### src/design/wwrl_pkg.sv
// Package for the weighted window rate limiter.
// Holds field widths, register indexes, reset values, the controller
// state type and the command/status structs between controller and datapath.
package wwrl_pkg;

    localparam int DEF_NUM_GROUPS = 4;
    localparam int DEF_MAX_LIMIT  = 64;
    localparam int DEF_TIME_BITS  = 40;

    localparam int CFG_GROUPS   = 4;
    localparam int WINDOW_W     = 24;
    localparam int LIMIT_W      = 7;
    localparam int WEIGHT_W     = 7;
    localparam int GROUP_W      = 2;
    localparam int FILL_OUT_W   = 7;
    localparam int CFG_IDX_W    = 4;
    localparam int CFG_DATA_W   = 24;

    localparam logic [CFG_IDX_W-1:0] REG_WINDOW_G0 = 4'd0;
    localparam logic [CFG_IDX_W-1:0] REG_WINDOW_G3 = 4'd3;
    localparam logic [CFG_IDX_W-1:0] REG_LIMIT_G0  = 4'd4;
    localparam logic [CFG_IDX_W-1:0] REG_LIMIT_G3  = 4'd7;

    localparam logic [WINDOW_W-1:0] WINDOW_RESET = 24'd1000;
    localparam logic [LIMIT_W-1:0]  LIMIT_RESET  = 7'd64;

    localparam logic CMD_CHECK = 1'b0;
    localparam logic CMD_CLEAR = 1'b1;

    typedef enum logic [2:0] {
        S_IDLE,
        S_EVAL,
        S_DT,
        S_MUL,
        S_CMP,
        S_PUSH,
        S_DONE
    } t_state;

    typedef struct packed {
        logic load_req;
        logic clear_all;
        logic rd_en;
        logic latch_dt;
        logic latch_prod;
        logic mark_refuse;
        logic push;
        logic load_out;
    } t_dp_cmd;

    typedef struct packed {
        logic is_clear;
        logic bad_group;
        logic zero_weight;
        logic need_test;
        logic fill_zero;
        logic rate_refuse;
        logic push_last;
    } t_dp_status;

endpackage

### src/design/wwrl_ctrl.sv
// Controller state machine: sequences accept, rate test, ring pushes and
// result hand-off. Drives datapath commands from datapath status.
// Depends on wwrl_pkg.
module wwrl_ctrl (
    input  logic                 i_clk,
    input  logic                 i_rst_n,
    input  logic                 i_in_valid,
    output logic                 o_in_ready,
    output logic                 o_out_valid,
    input  logic                 i_out_ready,
    input  wwrl_pkg::t_dp_status i_status,
    output wwrl_pkg::t_dp_cmd    o_cmd
);

    wwrl_pkg::t_state r_state;
    wwrl_pkg::t_state n_state;
    logic             r_out_valid;
    logic             n_out_valid;
    logic             out_free;

    always_ff @(posedge i_clk) begin
        if (!i_rst_n) begin
            r_state     <= wwrl_pkg::S_IDLE;
            r_out_valid <= 1'b0;
        end else begin
            r_state     <= n_state;
            r_out_valid <= n_out_valid;
        end
    end

    always_comb begin
        n_state     = r_state;
        o_cmd       = '0;
        out_free    = !r_out_valid || i_out_ready;
        n_out_valid = r_out_valid && !i_out_ready;
        o_in_ready  = r_state == wwrl_pkg::S_IDLE;
        case (r_state)
            wwrl_pkg::S_IDLE: begin
                if (i_in_valid) begin
                    o_cmd.load_req = 1'b1;
                    n_state        = wwrl_pkg::S_EVAL;
                end
            end
            wwrl_pkg::S_EVAL: begin
                if (i_status.is_clear) begin
                    o_cmd.clear_all = 1'b1;
                    n_state         = wwrl_pkg::S_DONE;
                end else if (i_status.bad_group || i_status.zero_weight) begin
                    n_state = wwrl_pkg::S_DONE;
                end else if (!i_status.need_test) begin
                    n_state = wwrl_pkg::S_PUSH;
                end else if (i_status.fill_zero) begin
                    o_cmd.mark_refuse = 1'b1;
                    n_state           = wwrl_pkg::S_DONE;
                end else begin
                    o_cmd.rd_en = 1'b1;
                    n_state     = wwrl_pkg::S_DT;
                end
            end
            wwrl_pkg::S_DT: begin
                o_cmd.latch_dt = 1'b1;
                n_state        = wwrl_pkg::S_MUL;
            end
            wwrl_pkg::S_MUL: begin
                o_cmd.latch_prod = 1'b1;
                n_state          = wwrl_pkg::S_CMP;
            end
            wwrl_pkg::S_CMP: begin
                if (i_status.rate_refuse) begin
                    o_cmd.mark_refuse = 1'b1;
                    n_state           = wwrl_pkg::S_DONE;
                end else begin
                    n_state = wwrl_pkg::S_PUSH;
                end
            end
            wwrl_pkg::S_PUSH: begin
                o_cmd.push = 1'b1;
                if (i_status.push_last) begin
                    n_state = wwrl_pkg::S_DONE;
                end
            end
            wwrl_pkg::S_DONE: begin
                if (out_free) begin
                    o_cmd.load_out = 1'b1;
                    n_out_valid    = 1'b1;
                    n_state        = wwrl_pkg::S_IDLE;
                end
            end
            default: begin
                n_state = wwrl_pkg::S_IDLE;
            end
        endcase
    end

    assign o_out_valid = r_out_valid;

endmodule

### config.mk
export PLATFORM = sky130hd
export DESIGN_NAME = wwrl_ctrl
export DESIGN_NICKNAME = d
export VERILOG_FILES = /design/src/design/wwrl_pkg.sv /design/src/design/wwrl_ctrl.sv
export SDC_FILE = /design/constraint.sdc
export NUM_CORES = 1
export LEC_CHECK = 0
export BUFFER_PORTS_ARGS = -buffer_cell sky130_fd_sc_hd__buf_2
export CORE_AREA = 2 2 39 41
export DETAILED_ROUTE_END_ITERATION = 8
export DIE_AREA = 0 0 41 43
export SYNTH_ARGS = -nofsm -noshare
export SYNTH_HDL_FRONTEND = slang
export SYNTH_SLANG_ARGS = --single-unit
### constraint.sdc
create_clock -name i_clk -period 1.3 [get_ports i_clk]
set_input_delay 0.065 -clock i_clk [delete_from_list [all_inputs] [get_ports i_clk]]
set_output_delay 0.065 -clock i_clk [all_outputs]
set_load 0.005 [all_outputs]
==> summary.txt, run 1 <==
Status - completed
Slew Limit Fails - 0
Final period utilization - 92.2%
Synth Flop Type - dfxtp_1
Max frequency - 834 MHz
Via Count - 428
Total CTS buffers - 3
VDD IR-drop max - 623 uV
Latest clock arrival within the worst-skew pair - 0.24 ns
CTS resizes - 2
Relative slew slack - 69.0%
Core Area - 1380 sq um
Top cell type by total area after synthesis - dfxtp_1
Top cells by area, synth - dfxtp_1 (23%), nand3b_1 (8.7%), nor2b_1 (7.2%)
Setup Skew - 0.00946 ns
Hold Path Class - in -> reg
Sequential share of the synthesized area - 23.2%
Leading cell type in the layout, fill and taps excluded - buf_2
Post-synth EDFFs - 0
Die width - 41 um
Hold Path Cell Cnt - 2
Routing usage on met2 - 20.9%
Clock slew at reported path FFs - 0.04 ns
Startpoint Class - flop
Bufs on Longest Clock Path - 2
FILL cells - 163
DIE AREA - 1760 sq um
Count of non-filler cells in the finished layout - 85
Final hold violation count - 0
Ys async rst share - 0%
First-pass GRT wire length - 1.48 mm
Leakage - 0.000239 uW
Hold EP - o_out_valid
CTS tree - built
Avg Vias per Cell - 5.04
Crit-path max cell delay - 0.33 ns
Vias in the first global route - 374
Initial Util - 25.0%
ANT cells - 0
Starting DRT DRC Count - 5
Met3 Usage GRT - 4.71%
Commonest non-fill, non-tap cells in the layout - buf_2 (20), nor2_1 (4), nand3b_1 (4), nor2b_1 (4), dfxtp_1 (4)
Post-Place Cells - 82
Crit path DAT - 1.13 ns
Antenna violations before repair - 0
Setup TNS - 0 ns
Crit end category - primary output
Cells after Synth - 45
Critical path's most frequent cell - nor2_1
Slowest CP cell - dfxtp_1
Largest fanout on the critical path - 5
Placed instance area - 483 sq um
Setup slack, reg-to-reg - 0.13 ns
Max-cap violations - 0
DRT Pass-1 Iters - 3
Most Used Layer, Global Route - met2
Area of all placed cells without fillers - 532 sq um
Pwr/cell area - 1690 nW/um^2
Layout cells sized above 1 - 49.3%
CTS Sinks - 4
Layout area overhead - 54.0%
# H-tree levels - 1
DR WL/cell - 11.3 um
Post-synth net total - 56
Post-route DRC - 0
RR Endpoint - r_state[1]
Hold path start - i_rst_n
I/O Pins - 21
Util after Layout - 38.4%
Root buffer cell - clkbuf_4
Synth top area share - 23.2%
Synth warn - 0
Mapped Area - 345 sq um
Final setup fails - 0
PortBufs - 20
R2R cell count - 3
Grt ovf - 0
GP Congestion - 0.631
Die Ht - 43 um
Total Routing Usage GR - 12.8%
Wirelength, routed - 964 um
Post-CTS Hold Fix Bufs - 0
Site Rows - 14
Crit Reg-Reg Startpoint - r_state[2]
Post-synthesis cell type count - 25
Critical path type - reg -> out
HPWL after detailed placement - 713 um
Pin count of the biggest net entering global routing - 14
Yosys reg bits - 4
Antenna-violating nets left - 0
Crit path time final - 1.20 ns
Fin nets - 82
Slew @ Worst Pin - 0.459 ns
Met1 Use GR - 12.5%
Worst path required time - 1.24 ns
Mean Syn Cell Area - 7.67 sq um
Crit path cell chain - buf_4, nor2_1, nand2_1, nor2_1, buf_2
RSZ-0062 raised after global routing - false
Number of post-CTS setup repair buffers - 0
==> report_power, final <==
| group | switching [uW] | leakage, uW | internal, uW |
|---|---|---|---|
| clock network | 55.7 | 0.0000138 | 104 |
| registers | 24.9 | 0.0000329 | 161 |
| logic | 263 | 0.000193 | 290 |
==> per-layer routing <==
metal	up-vias	wire, um
li1	217	-
met1	191	401
met2	16	465
met3	4	75
met4	0	21
met5	-	0
==> cell type report <==
type,count,area [sq um],area share [%]
Clock buffer,3,22.5,4.24
Inverter,1,3.75,0.706
Multi-Input combinational cell,37,272,51.1
Sequential cell,4,80.1,15.1
Tap cell,16,20.0,3.76
Timing Repair Buffer,24,134,25.2
==> worst max-delay path: cells and delay by family, from the launching register on <==
kind,cells,cell delay [ns]
flops,1,0.33
simple gates,3,0.29
buf+inv,2,0.27
==> how the worst max path moves through the flow <==
stage | slack, ns | end | from
finish | 0.10 | o_cmd[5] | r_state[1]
global placement | 0.08 | r_state[1] | i_status[4]
CTS | 0.05 | o_cmd[4] | r_state[1]
floorplan | 0.15 | r_state[1] | r_state[2]
global route | 0.02 | o_cmd[5] | r_state[1]
detailed placement | 0.07 | r_state[1] | i_status[4]
==> kinds of logic (layout without fill, tap and decap cells) <==
family,after synthesis,count (layout),synth area share (%)
simple gates,27,27,50.0
buf+inv,4,28,4.71
compound gates,10,10,22.1
flops,4,4,23.2
==> through the flow <==
stage          hold WS (ns)  setup WS [ns]  total power (uW)
2_1_floorplan         0.183          0.147               499
3_3_place_gp          0.363         0.0808               686
3_5_place_dp          0.365         0.0657               688
4_1_cts               0.118         0.0456               882
5_1_grt               0.139         0.0159               970
6_report              0.115          0.101               898
==> synth_stat cells (all sizes together) (2+ instances only) <==
cell type and instances:
nor3b 3, nand3b 4, or4 2, nand2 3
o21a 3, clkbuf 2, nor2 4, a21oi 2
dfxtp 4, nor2b 4
==> sequential cells by signal, summed over array words and instances, names as in the netlist <==
signal and count:
o_out_valid 1, r_state 3
No activity file was read; power rests on OpenSTA's default activity.
==> run 2: changes to the inputs <==
- MAX_ROUTING_LAYER: unset -> met4
- SETUP_SLACK_MARGIN: unset -> 0.5
==> run 2 against run 1 <==
  * Worst setup slack worse by 0.014 ns
  * Cell count rose by 8.2%
  * Highest routed layer is now met3
  * Critical endpoint is now r_state[1]
  * Via count rose by 4.4%
  * Power increased by 25%
  * Sequential cell count unchanged
  * Design area is 24% higher
  * Die area unchanged
==> summary.txt, run 2 (same netlist as run 1, synthesis figures left out) <==
Status - completed
Die Ht - 43 um
Hold Path Class - in -> reg
Setup Skew - 0.00340 ns
Met3 Usage GRT - 6.28%
Startpoint Class - flop
Slew @ Worst Pin - 0.323 ns
Initial Util - 25.0%
DRT Pass-1 Iters - 2
Max-cap violations - 0
WP depth - 4
PortBufs - 20
Crit path DAT - 1.32 ns
Crit path time final - 1.21 ns
Crit-path max cell delay - 0.40 ns
Root buffer cell - clkbuf_4
Setup TNS - 0 ns
Critical path type - reg -> reg
Max reg flops - 3
Leading cell type in the layout, fill and taps excluded - buf_2
Worst path required time - 1.41 ns
I/O Pins - 21
Worst setup margin - 0.0867 ns
RR Endpoint - r_state[1]
Bufs on Longest Clock Path - 2
CP endpoint - r_state[1]
VDD IR-drop max - 693 uV
DR WL/cell - 11.1 um
Area of all placed cells without fillers - 657 sq um
RSZ-0062 raised after global routing - true
Hold slack - 0.110 ns
Slowest CP cell - or4_4
Pre-CTS setup slack - 0.0669 ns
Fin nets - 89
Most Used Layer, Global Route - met2
Crit end category - flop
Via Count - 447
Avg Vias per Cell - 4.86
Max frequency - 824 MHz
Crit path cell chain - buf_12, or4_4, nand4_1, o22ai_1
Crit Reg-Reg Startpoint - r_state[2]
Grt ovf - 0
R2R cell count - 4
Clock slew at reported path FFs - 0.04 ns
Largest fanout on the critical path - 6
Post-route DRC - 0
Pin count of the biggest net entering global routing - 8
Worst path top cell family by delay - simple AND/OR/NAND/NOR gates
DIE AREA - 1760 sq um
Final period utilization - 93.3%
Vias in the first global route - 414
Routing usage on met2 - 20.9%
Layout cells sized above 1 - 67.1%
First-pass GRT wire length - 1.73 mm
Met1 Use GR - 17.6%
CTS Sinks - 4
Setup slack, reg-to-reg - 0.09 ns
GP Congestion - 0.697
Biggest register - r_state
Commonest non-fill, non-tap cells in the layout - buf_2 (20), buf_6 (5), buf_4 (5), nand3b_1 (4)
Slew Limit Fails - 0
Leakage - 0.000299 uW
Core Area - 1380 sq um
Starting DRT DRC Count - 5
Pwr/cell area - 1710 nW/um^2
Layout area overhead - 90.2%
Post-CTS Hold Fix Bufs - 0
Multi-input gate area - 308 sq um
Setup crit start - r_state[2]
Total CTS buffers - 3
Antenna violations before repair - 0
Placed instance area - 528 sq um
Antenna-violating nets left - 0
Total power - 1120 uW
HPWL after detailed placement - 781 um
Sequential cell area - 88.8 sq um
FILL cells - 131
Total Routing Usage GR - 14.7%
Final hold violation count - 0
# H-tree levels - 1
Crit path buffers/inverters - 1
ANT cells - 0
Latest clock arrival within the worst-skew pair - 0.23 ns
Final setup fails - 0
CTS tree - built
Die width - 41 um
Relative slew slack - 78.4%
Wirelength, routed - 1.02 mm
Site Rows - 14
## run 2: cell count changes in the layout (fill, tap and decap cells not counted), sizes merged
cell	before	now
buf	24	31
## run 2: report_power, final
group	total (uW)	switching (uW)	internal (uW)
clock network	149	46.5	103
registers	226	49.0	177
logic	744	308	436
## run 2: layout make-up
cell class | instances | area share [%]
clock buffer | 3 | 3.43
inverter | 1 | 0.571
multi-input combinational | 37 | 46.9
sequential | 4 | 13.5
tap | 16 | 3.05
timing repair buffer | 31 | 32.6
## run 2: worst register-to-register path: stages, from the launching register on
cell and delay [ns]:
dfxtp_4 0.35, buf_12 0.13, or4_4 0.40, nand4_1 0.12
o22ai_1 0.09
## run 2: how the worst min path moves through the flow
stage          startpoint  slack [ns]         end  cells after the start
2_1_floorplan     i_rst_n        0.18  r_state[2]                      1
3_3_place_gp      i_rst_n        0.34  r_state[2]                      2
3_5_place_dp      i_rst_n        0.35  r_state[2]                      2
4_1_cts           i_rst_n        0.10  r_state[2]                      2
5_1_grt           i_rst_n        0.11  r_state[2]                      2
6_report          i_rst_n        0.11  r_state[2]                      2
## run 2: through the flow
| step | std cells | utilization (%) |
|---|---|---|
| 2_1_floorplan | 45 | - |
| 3_3_place_gp | 84 | 38.2 |
| 3_5_place_dp | 84 | 38.2 |
| 4_1_cts | 92 | 45.6 |
| 5_1_grt | 92 | 47.5 |
| 6_report | 92 | 47.5 |
## run 2: timing repair
| item | CTS | global route |
|---|---|---|
| pin swaps | 6 | 2 |
| setup buffers | 5 | 0 |
| gates resized for setup | 10 | 6 |
| endpoints found under the setup margin | 13 | 13 |
## run 2: routing by layer
layer  wire [um]  part of all wire [%]  vias up
met5           0                     0        -
met4           0                     0        0
met3          32                   3.1        0
met2         523                    51        8
met1         467                    46      203
li1            -                     -      236
